### src/rtl/fbms_pkg.sv
// ----------------------------------------------------------------------------
// fbms_pkg
// Shared types and codes for the batch max-select queue.
// ----------------------------------------------------------------------------
package fbms_pkg;

  localparam int TAG_W   = 16;
  localparam int SCORE_W = 16;
  localparam int BATCH_W = 7;
  localparam int CMD_W   = 2;
  localparam int STAT_W  = 2;

  // commands
  localparam logic [CMD_W-1:0] CMD_ENQ  = 2'd0;
  localparam logic [CMD_W-1:0] CMD_BEST = 2'd1;
  localparam logic [CMD_W-1:0] CMD_TEAM = 2'd2;

  // result status
  localparam logic [STAT_W-1:0] ST_SEL  = 2'd0;
  localparam logic [STAT_W-1:0] ST_NONE = 2'd1;
  localparam logic [STAT_W-1:0] ST_ENQ  = 2'd2;
  localparam logic [STAT_W-1:0] ST_FULL = 2'd3;

  typedef struct packed {
    logic [TAG_W-1:0]   tag;
    logic [SCORE_W-1:0] score;
  } entry_t;

  // sequencer -> compare unit
  typedef struct packed {
    logic valid;  // read data of a batch entry is present this cycle
    logic first;  // it is the first entry of the batch
  } cmp_ctl_t;

  // compare unit -> tail write
  typedef struct packed {
    logic   en;
    entry_t data;
  } push_t;

endpackage

### src/rtl/fbms_req_if.sv
// ----------------------------------------------------------------------------
// fbms_req_if
// Command channel: valid/ready with one command item.
// ----------------------------------------------------------------------------
interface fbms_req_if;
  logic                          valid;
  logic                          ready;
  logic [fbms_pkg::CMD_W-1:0]    cmd;
  logic [fbms_pkg::TAG_W-1:0]    entry_tag;
  logic [fbms_pkg::SCORE_W-1:0]  entry_score;
  logic [fbms_pkg::BATCH_W-1:0]  batch_len;

  modport source (output valid, cmd, entry_tag, entry_score, batch_len, input ready);
  modport sink   (input valid, cmd, entry_tag, entry_score, batch_len, output ready);
endinterface

### src/rtl/fbms_rsp_if.sv
// ----------------------------------------------------------------------------
// fbms_rsp_if
// Result channel: valid/ready with one result item.
// ----------------------------------------------------------------------------
interface fbms_rsp_if;
  logic                          valid;
  logic                          ready;
  logic [fbms_pkg::TAG_W-1:0]    out_tag;
  logic [fbms_pkg::SCORE_W-1:0]  out_score;
  logic [fbms_pkg::STAT_W-1:0]   status;
  logic                          last;

  modport source (output valid, out_tag, out_score, status, last, input ready);
  modport sink   (input valid, out_tag, out_score, status, last, output ready);
endinterface

### src/rtl/fbms_ram.sv
// ----------------------------------------------------------------------------
// fbms_ram
// Generic single-write, single-read RAM with registered read data.
// ----------------------------------------------------------------------------
module fbms_ram #(
  parameter int WIDTH = 32,
  parameter int DEPTH = 64
) (
  input  logic                     clk,
  input  logic                     we,
  input  logic [$clog2(DEPTH)-1:0] waddr,
  input  logic [WIDTH-1:0]         wdata,
  input  logic [$clog2(DEPTH)-1:0] raddr,
  output logic [WIDTH-1:0]         rdata
);

  logic [WIDTH-1:0] mem [DEPTH];

  always_ff @(posedge clk) begin
    if (we) begin
      mem[waddr] <= wdata;
    end
    rdata <= mem[raddr];
  end

endmodule

### src/rtl/fbms_cmp.sv
// ----------------------------------------------------------------------------
// fbms_cmp
// Running-max compare unit: keeps the current best of a batch and names the
// entry that goes back to the tail on each compare.
// ----------------------------------------------------------------------------
module fbms_cmp (
  input  logic                clk,
  input  fbms_pkg::cmp_ctl_t  ctl,
  input  fbms_pkg::entry_t    rd,
  output fbms_pkg::entry_t    best,
  output fbms_pkg::push_t     push
);

  logic beats;

  // strictly greater: earlier entry keeps a tie
  assign beats = rd.score > best.score;

  always_ff @(posedge clk) begin
    if (ctl.valid && (ctl.first || beats)) begin
      best <= rd;
    end
  end

  always_comb begin
    push.en   = ctl.valid && !ctl.first;
    push.data = beats ? best : rd;
  end

endmodule

### src/rtl/fifo_batch_max_select.sv
// ----------------------------------------------------------------------------
// fifo_batch_max_select
// Circular queue of tag/score entries with enqueue, best-of-batch and
// form-team commands.
// ----------------------------------------------------------------------------
// Usage:
//   req carries one command item (cmd, entry_tag, entry_score, batch_len);
//   rsp returns result items (out_tag, out_score, status, last). Every
//   command gives at least one result; last marks its final result.
//   One command is worked at a time: req.ready is high only while the
//   sequencer is idle.
// Sequence (no receiver stall):
//   enqueue, rejected or unused commands: the sequencer goes to its emit
//   step and loads the result; the next command is accepted once it is idle
//   again. A pick over k entries streams k RAM reads through the compare
//   unit, waits for the last read data, drains, then loads the result.
//   Form team runs up to TEAM_SIZE such picks one after another. The single
//   RAM read port and the shared comparator set the scan rate: one batch
//   entry per cycle.
// Reset: rst (synchronous) empties the queue, returns the sequencer to idle
//   and drops any held result. Storage contents are not cleared; only
//   occupied slots are ever read.
// Stall: a result waits in the output register while rsp.ready is low; the
//   sequencer holds in its emit step until the register is free.
// ----------------------------------------------------------------------------
module fifo_batch_max_select #(
  parameter int QUEUE_DEPTH = 64,
  parameter int TEAM_SIZE   = 5
) (
  input  logic       clk,
  input  logic       rst,
  fbms_req_if.sink   req,
  fbms_rsp_if.source rsp
);

  localparam int PW     = $clog2(QUEUE_DEPTH);
  localparam int CNT_W  = $clog2(QUEUE_DEPTH + 1);
  localparam int TW     = $clog2(TEAM_SIZE + 1);
  localparam int BW     = fbms_pkg::BATCH_W;
  localparam int CMPW   = (CNT_W > BW) ? CNT_W : BW;

  // sequencer states
  localparam logic [1:0] S_IDLE = 2'd0;
  localparam logic [1:0] S_SCAN = 2'd1;
  localparam logic [1:0] S_EMIT = 2'd2;

  logic [1:0]       state;
  logic [PW-1:0]    head;
  logic [PW-1:0]    tail;
  logic [CNT_W-1:0] count;
  logic [BW-1:0]    k_reg;       // batch length of the current command
  logic [BW-1:0]    issue_left;  // batch reads still to issue
  logic             first_pend;  // next read is the first of the batch
  logic             rvalid;      // RAM read data valid this cycle
  logic             rfirst;
  logic [TW-1:0]    team_left;   // picks left including the current one
  logic [fbms_pkg::STAT_W-1:0] res_status;

  // --------------------------------------------------------------------------
  // pointer increments and batch clipping
  // --------------------------------------------------------------------------
  logic [PW-1:0] head_inc, tail_inc;
  assign head_inc = (head == PW'(QUEUE_DEPTH - 1)) ? '0 : head + 1'b1;
  assign tail_inc = (tail == PW'(QUEUE_DEPTH - 1)) ? '0 : tail + 1'b1;

  logic            full;
  logic [BW-1:0]   k_src;
  logic [CMPW-1:0] k_w, cnt_w;
  logic [BW-1:0]   k_clip;      // min(k, count)
  logic            k_over;      // k > count

  assign full   = (count == CNT_W'(QUEUE_DEPTH));
  assign k_src  = (state == S_IDLE) ? req.batch_len : k_reg;
  assign k_w    = CMPW'(k_src);
  assign cnt_w  = CMPW'(count);
  assign k_over = k_w > cnt_w;
  assign k_clip = k_over ? BW'(cnt_w) : k_src;

  // --------------------------------------------------------------------------
  // storage and compare unit
  // --------------------------------------------------------------------------
  fbms_pkg::entry_t   rd_entry, best, enq_entry, wr_entry;
  fbms_pkg::cmp_ctl_t cmp_ctl;
  fbms_pkg::push_t    push;
  logic [$bits(fbms_pkg::entry_t)-1:0] ram_rdata;
  logic               accept, enq_wr, issue, load_out, more;

  assign accept  = req.valid && req.ready;
  assign enq_wr  = accept && (req.cmd == fbms_pkg::CMD_ENQ) && !full;
  assign issue   = (state == S_SCAN) && (issue_left != '0);

  assign enq_entry.tag   = req.entry_tag;
  assign enq_entry.score = req.entry_score;
  assign wr_entry        = push.en ? push.data : enq_entry;

  fbms_ram #(
    .WIDTH ($bits(fbms_pkg::entry_t)),
    .DEPTH (QUEUE_DEPTH)
  ) u_store (
    .clk   (clk),
    .we    (enq_wr || push.en),
    .waddr (tail),
    .wdata (wr_entry),
    .raddr (head),
    .rdata (ram_rdata)
  );

  assign rd_entry      = fbms_pkg::entry_t'(ram_rdata);
  assign cmp_ctl.valid = rvalid;
  assign cmp_ctl.first = rfirst;

  fbms_cmp u_cmp (
    .clk  (clk),
    .ctl  (cmp_ctl),
    .rd   (rd_entry),
    .best (best),
    .push (push)
  );

  // load the result when the output register is free; more: another pick of a team follows this result
  assign load_out = (state == S_EMIT) && (!rsp.valid || rsp.ready);
  assign more     = (res_status == fbms_pkg::ST_SEL) && (team_left > TW'(1)) &&
                    (count != '0);

  // --------------------------------------------------------------------------
  // sequencer
  // --------------------------------------------------------------------------
  always_ff @(posedge clk) begin
    if (rst) begin
      state      <= S_IDLE;
      head       <= '0;
      tail       <= '0;
      count      <= '0;
      rvalid     <= 1'b0;
      rfirst     <= 1'b0;
      first_pend <= 1'b0;
      issue_left <= '0;
      team_left  <= '0;
      k_reg      <= '0;
      res_status <= fbms_pkg::ST_NONE;
    end else begin
      rvalid <= issue;
      rfirst <= issue && first_pend;
      if (push.en) begin
        tail <= tail_inc;
      end
      case (state)
        S_IDLE: begin
          if (accept) begin
            k_reg <= req.batch_len;
            state <= S_EMIT;
            case (req.cmd)
              fbms_pkg::CMD_ENQ: begin
                if (full) begin
                  res_status <= fbms_pkg::ST_FULL;
                end else begin
                  res_status <= fbms_pkg::ST_ENQ;
                  tail       <= tail_inc;
                  count      <= count + 1'b1;
                end
              end
              fbms_pkg::CMD_BEST: begin
                if (req.batch_len == '0 || k_over) begin
                  res_status <= fbms_pkg::ST_NONE;
                end else begin
                  res_status <= fbms_pkg::ST_SEL;
                  issue_left <= req.batch_len;
                  first_pend <= 1'b1;
                  team_left  <= TW'(1);
                  state      <= S_SCAN;
                end
              end
              fbms_pkg::CMD_TEAM: begin
                if (req.batch_len == '0 || count == '0) begin
                  res_status <= fbms_pkg::ST_NONE;
                end else begin
                  res_status <= fbms_pkg::ST_SEL;
                  issue_left <= k_clip;
                  first_pend <= 1'b1;
                  team_left  <= TW'(TEAM_SIZE);
                  state      <= S_SCAN;
                end
              end
              default: begin
                res_status <= fbms_pkg::ST_NONE;
              end
            endcase
          end
        end
        S_SCAN: begin
          if (issue) begin
            head       <= head_inc;
            issue_left <= issue_left - 1'b1;
            first_pend <= 1'b0;
          end else if (!rvalid) begin
            // batch drained: best leaves the queue
            count <= count - 1'b1;
            state <= S_EMIT;
          end
        end
        S_EMIT: begin
          if (load_out) begin
            if (more) begin
              issue_left <= k_clip;
              first_pend <= 1'b1;
              team_left  <= team_left - 1'b1;
              state      <= S_SCAN;
            end else begin
              state <= S_IDLE;
            end
          end
        end
        default: begin
          state <= S_IDLE;
        end
      endcase
    end
  end

  assign req.ready = (state == S_IDLE);

  // --------------------------------------------------------------------------
  // output register
  // --------------------------------------------------------------------------
  always_ff @(posedge clk) begin
    if (rst) begin
      rsp.valid <= 1'b0;
    end else if (load_out) begin
      rsp.valid <= 1'b1;
    end else if (rsp.ready) begin
      rsp.valid <= 1'b0;
    end
  end

  always_ff @(posedge clk) begin
    if (load_out) begin
      rsp.out_tag   <= (res_status == fbms_pkg::ST_SEL) ? best.tag : '0;
      rsp.out_score <= (res_status == fbms_pkg::ST_SEL) ? best.score : '0;
      rsp.status    <= res_status;
      rsp.last      <= !more;
    end
  end

  // --------------------------------------------------------------------------
  // assertions
  // --------------------------------------------------------------------------
  logic [PW:0]   ptr_sum;
  logic [PW-1:0] tail_exp;
  assign ptr_sum  = (PW + 1)'(head) + (PW + 1)'(count);
  assign tail_exp = (ptr_sum >= (PW + 1)'(QUEUE_DEPTH)) ?
                    PW'(ptr_sum - (PW + 1)'(QUEUE_DEPTH)) : PW'(ptr_sum);

  a_count_bound: assert property (@(posedge clk) disable iff (rst)
    count <= CNT_W'(QUEUE_DEPTH))
    else $error("entry count above queue depth");

  a_ptr_consistent: assert property (@(posedge clk) disable iff (rst)
    (state == S_IDLE) |-> (tail == tail_exp))
    else $error("tail pointer out of step with head and count");

  a_scan_nonempty: assert property (@(posedge clk) disable iff (rst)
    (state == S_SCAN) |-> (count != '0))
    else $error("pick running on an empty queue");

  a_non_sel_last: assert property (@(posedge clk) disable iff (rst)
    (rsp.valid && rsp.status != fbms_pkg::ST_SEL) |-> rsp.last)
    else $error("non-select result not marked last");

  a_reset_clears_out: assert property (@(posedge clk)
    $past(rst) |-> !rsp.valid)
    else $error("result valid right after reset");

endmodule
### src/flat_wrapper.sv
// flat-port wrapper written by rule: the top's interface ports become plain ports
module fifo_batch_max_select_flat 
#(
  parameter int QUEUE_DEPTH = 64,
  parameter int TEAM_SIZE   = 5
)
  (clk, rst, req_valid, req_cmd, req_entry_tag, req_entry_score, req_batch_len, req_ready, rsp_valid, rsp_out_tag, rsp_out_score, rsp_status, rsp_last, rsp_ready);
  fbms_req_if req_i ();
  fbms_rsp_if rsp_i ();
  input  logic clk;
  input  logic rst;
  input wire logic [$bits(req_i.valid)-1:0] req_valid;
  input wire logic [$bits(req_i.cmd)-1:0] req_cmd;
  input wire logic [$bits(req_i.entry_tag)-1:0] req_entry_tag;
  input wire logic [$bits(req_i.entry_score)-1:0] req_entry_score;
  input wire logic [$bits(req_i.batch_len)-1:0] req_batch_len;
  output wire logic [$bits(req_i.ready)-1:0] req_ready;
  output wire logic [$bits(rsp_i.valid)-1:0] rsp_valid;
  output wire logic [$bits(rsp_i.out_tag)-1:0] rsp_out_tag;
  output wire logic [$bits(rsp_i.out_score)-1:0] rsp_out_score;
  output wire logic [$bits(rsp_i.status)-1:0] rsp_status;
  output wire logic [$bits(rsp_i.last)-1:0] rsp_last;
  input wire logic [$bits(rsp_i.ready)-1:0] rsp_ready;
  assign req_i.valid = req_valid;
  assign req_i.cmd = req_cmd;
  assign req_i.entry_tag = req_entry_tag;
  assign req_i.entry_score = req_entry_score;
  assign req_i.batch_len = req_batch_len;
  assign req_ready = req_i.ready;
  assign rsp_valid = rsp_i.valid;
  assign rsp_out_tag = rsp_i.out_tag;
  assign rsp_out_score = rsp_i.out_score;
  assign rsp_status = rsp_i.status;
  assign rsp_last = rsp_i.last;
  assign rsp_i.ready = rsp_ready;
  fifo_batch_max_select #(.QUEUE_DEPTH(QUEUE_DEPTH), .TEAM_SIZE(TEAM_SIZE)) u_core (.clk(clk), .rst(rst), .req(req_i), .rsp(rsp_i));
endmodule
### config.mk
export PLATFORM = sky130hd
export DESIGN_NAME = fifo_batch_max_select_flat
export DESIGN_NICKNAME = d
export VERILOG_FILES = /design/src/rtl/fbms_pkg.sv /design/src/rtl/fbms_req_if.sv /design/src/rtl/fbms_rsp_if.sv /design/src/rtl/fbms_ram.sv /design/src/rtl/fbms_cmp.sv /design/src/rtl/fifo_batch_max_select.sv /design/src/flat_wrapper.sv
export SDC_FILE = /design/constraint.sdc
export NUM_CORES = 2
export LEC_CHECK = 0
export BUFFER_PORTS_ARGS = -buffer_cell sky130_fd_sc_hd__buf_2
export CELL_PAD_IN_SITES_DETAIL_PLACEMENT = 1
export CELL_PAD_IN_SITES_GLOBAL_PLACEMENT = 1
export CORE_UTILIZATION = 40
export DETAILED_ROUTE_END_ITERATION = 7
export PLACE_DENSITY = 0.61
export SLEW_MARGIN = 10
export SYNTH_ARGS = -nofsm -noshare
export SYNTH_HDL_FRONTEND = slang
export SYNTH_SLANG_ARGS = --single-unit
### constraint.sdc
create_clock -name clk -period 9.5 [get_ports clk]
set_input_delay 1.9 -clock clk [delete_from_list [all_inputs] [get_ports clk]]
set_output_delay 1.9 -clock clk [all_outputs]
set_load 0.005 [all_outputs]
==> impl_metrics.py <==
metrics = {
    "run": {
        "maxCapViolations": 0,
    },
    "clock_tree": {
        "clk_pin_slew_ps": 70,
        "ctsHoldBuffers": 0,
        "clock-root-buffer": "clkbuf_16",
        "cts_tree": "built",
        "cts.sinks": 2191,
        "postCtsSetupRepairBufs": 0,
        "clk_latency_ps": 860,
        "cts_buffers": 217,
        "h-tree-depth": 4,
        "clk_path_buf_depth": 3,
        "cts-resized-gates": 0,
    },
    "outcome": {
        "status": "finished, final reports clean",
    },
    "routing": {
        "first_iter_violations": 4219,
        "num_vias": 39856,
        "drt_wl_total_um": 227000,
        "via_per_inst": 5.74,
        "drc_errors": 0,
        "wl_per_cell_um": 32.8,
        "drt-pass1-iter-count": 5,
        "ant_nets": 0,
    },
    "final_layout": {
        "multi_input_area_um2": 19600,
        "area_growth_pct": 14.3,
        "nFillCells": 18800,
        "drive_gt1_share_pct": 31.4,
        "largest_register": "u_core.u_store.mem",
        "fin_area_um2": 96700,
        "final_core_util_pct": 46.1,
        "largest_reg_flops": 2048,
        "regArea_um2": 65100,
        "reg.largest.list": "u_core.u_store.mem: 2048 flops, u_core.u_cmp.best: 32 flops, u_core.u_store.rdata: 32 flops",
        "nets": 4032,
    },
    "pwr": {
        "peakVddDrop_v": 0.000198,
        "seqPwrFrac_pct": 54.1,
        "p_leak_nw": 28.9,
        "pwr-share-comb_pct": 3.4,
        "p_int_mw": 15.6,
        "switching_power_mw": 4.16,
        "power_density_nw_per_um2": 205,
        "pwr-share-clk_pct": 42.5,
        "switching_share_pct": 21.0,
    },
    "logic_synthesis": {
        "async_flop_share_pct": 0,
        "syn_inst": 3720,
        "synth_top_cell_area_share_pct": 75.0,
        "syn_avg_cell_area_um2": 22.8,
        "syn_nets": 3808,
        "syn-cell-area_um2": 84700,
        "synth_enable_flop_cells": 2115,
        "synth_top_cell_by_area": "edfxtp_1",
        "synth-main-ff-cell": "edfxtp_1",
        "yosysMostFrequentCell": "edfxtp_1",
        "synthTopCellsByArea": "edfxtp_1, mux4_2, dfxtp_1, ha_1, nor2_1",
        "synth-seq-area-share_pct": 76.8,
        "yosys-top-cells-count": "edfxtp_1, mux4_2, nor2_1, clkbuf_1, dfxtp_1",
        "ys_ff_latch": 2191,
        "ys_types": 52,
        "synth_warnings": 0,
    },
    "global_routing": {
        "grt_pass1_wl_um": 320000,
        "gr-total-overflow": 0,
        "grt_pass1_vias": 41092,
        "antenna_found_initial": 36,
        "grt_usage_pct": 21.5,
        "grt_max_degree": 100,
    },
    "worst_setup_path": {
        "cp-end-kind": "flop",
        "cp_max_fo": 21,
        "rrSetupSlack_ps": 5010,
        "critPathRequiredTime_ps": 9990,
        "cp.arrival_ps": 5410,
        "critPathKind": "in -> reg",
        "worst_setup_path_start_kind": "primary input",
    },
    "floorplanning": {
        "die_x_um": 462,
        "rows": 168,
        "core_um2": 210000,
        "ios": 82,
        "start_util_pct": 40.3,
        "dieHeight_um": 462,
        "die-area_um2": 213000,
    },
    "sta": {
        "clock_skew_ps": 32.6,
        "grt_setup_unrepaired": "false",
        "period_share_pct": 51.8,
        "post-route-min-period_ps": 4920,
        "worst_pin_slew_ps": 1190,
        "slew_headroom_pct": 20.7,
        "setup_violations": 0,
        "hold_viol": 0,
        "setup_ws_ps": 4580,
        "tns_ps": 0,
        "fmax_ghz": 0.203,
        "drv_slew": 0,
    },
    "place": {
        "placed_area_um2": 89800,
        "hpwl_um": 134000,
        "port_buffers": 81,
        "place_ws_ps": 3490,
        "place_congestion": 0.811,
    },
    "min_path": {
        "hold_class": "reg -> reg",
    },
}
-- through the flow --
step           hold slack [ps]  cells  power (mW)
6_report                   419   6938        19.8
5_1_grt                    425   6932        20.3
4_1_cts                    416   6932        20.0
3_5_place_dp               410   6530        11.6
3_3_place_gp               408   6530        11.6
2_1_floorplan              402   3720        11.3
-- cells in the final DEF, fill, tap and decap left out, types with 8 or more instances in the layout --
cell type | Yosys | routed
o21ai_0 | 50 | 50
mux2_2 | 11 | 11
nand3_1 | 48 | 48
clkinv_1 | 1 | 59
buf_4 | 2 | 120
nand4_1 | 10 | 10
edfxtp_1 | 2115 | 2115
nor3_1 | 29 | 26
clkbuf_16 | 0 | 220
buf_12 | 0 | 8
clkbuf_1 | 128 | 41
bufinv_16 | 0 | 19
dfxtp_1 | 76 | 70
nand2_1 | 39 | 39
ha_1 | 42 | 42
and2_1 | 21 | 21
clkinvlp_4 | 0 | 9
a21oi_1 | 54 | 54
a211oi_1 | 19 | 19
inv_1 | 44 | 44
mux4_2 | 658 | 658
xnor2_1 | 9 | 9
mux2i_1 | 21 | 21
buf_2 | 50 | 81
nor2_4 | 0 | 58
nor2b_1 | 24 | 22
nor2_1 | 131 | 73
a21o_1 | 11 | 11
a31oi_4 | 0 | 32
clkinv_2 | 0 | 38
-- per-layer routing --
layer | routed length (um) | global-route usage (%) | part of all wire (%) | up-vias
met2 | 108000 | 33.8 | 47 | 1443
li1 | - | - | - | 16255
met1 | 94000 | 29.5 | 41 | 21850
met5 | 113 | 0 | 0.050 | -
met3 | 19700 | 6.08 | 8.7 | 294
met4 | 5680 | 5.65 | 2.5 | 14
-- cell type report --
class	instances	area share, %
clock inverters	141	1.32
multi-input cells	1280	20.2
repair buffers	209	1.52
well taps	2805	3.63
clock buffers	261	5.85
diodes	6	0.0155
flip-flops and latches	2191	67.2
inverters	45	0.175
-- critical path: stages --
cell and delay [ps]:
buf_2 120, inv_1 80, ha_1 170, nand3_1 120, a31oi_2 620, or2_2 380
nand3_1 470, nor3b_2 1010, buf_4 500
-- final timing paths --
path                                                  end                startpoint  cells after the start
worst max-delay path            u_core.u_store.mem[52][9]                req_cmd[0]                      9
worst min-delay path                u_core.u_cmp.best[28]  u_core.u_store.rdata[28]                      0
worst max register to register   u_core.u_store.rdata[23]            u_core.head[0]                      6
worst min register to register      u_core.u_cmp.best[28]  u_core.u_store.rdata[28]                      0
-- power groups by stage --
| stage | Sequential, mW | Clock (mW) | Combinational (mW) |
|---|---|---|---|
| floorplan | 10.9 | 0 | 0.362 |
| global placement | 10.9 | 0 | 0.676 |
| detailed placement | 10.9 | 0 | 0.693 |
| CTS | 10.7 | 8.59 | 0.695 |
| global route | 10.7 | 8.90 | 0.737 |
| finish | 10.7 | 8.41 | 0.682 |
-- cells by family (layout without fill, tap and decap cells) --
logic type      count (synthesis)  after routing  synth area share (%)
flops                        2191           2191                  76.8
buf+inv                       249            656                  1.19
simple gates                  335            335                  1.88
compound gates                196            196                  1.41
other cells                     0              6                     0
fa+ha+maj                      43             43                 0.644
xor+xnor                       16             16                 0.166
mux                           690            690                  17.9
Note: power is estimated with default switching activity, not from simulation.
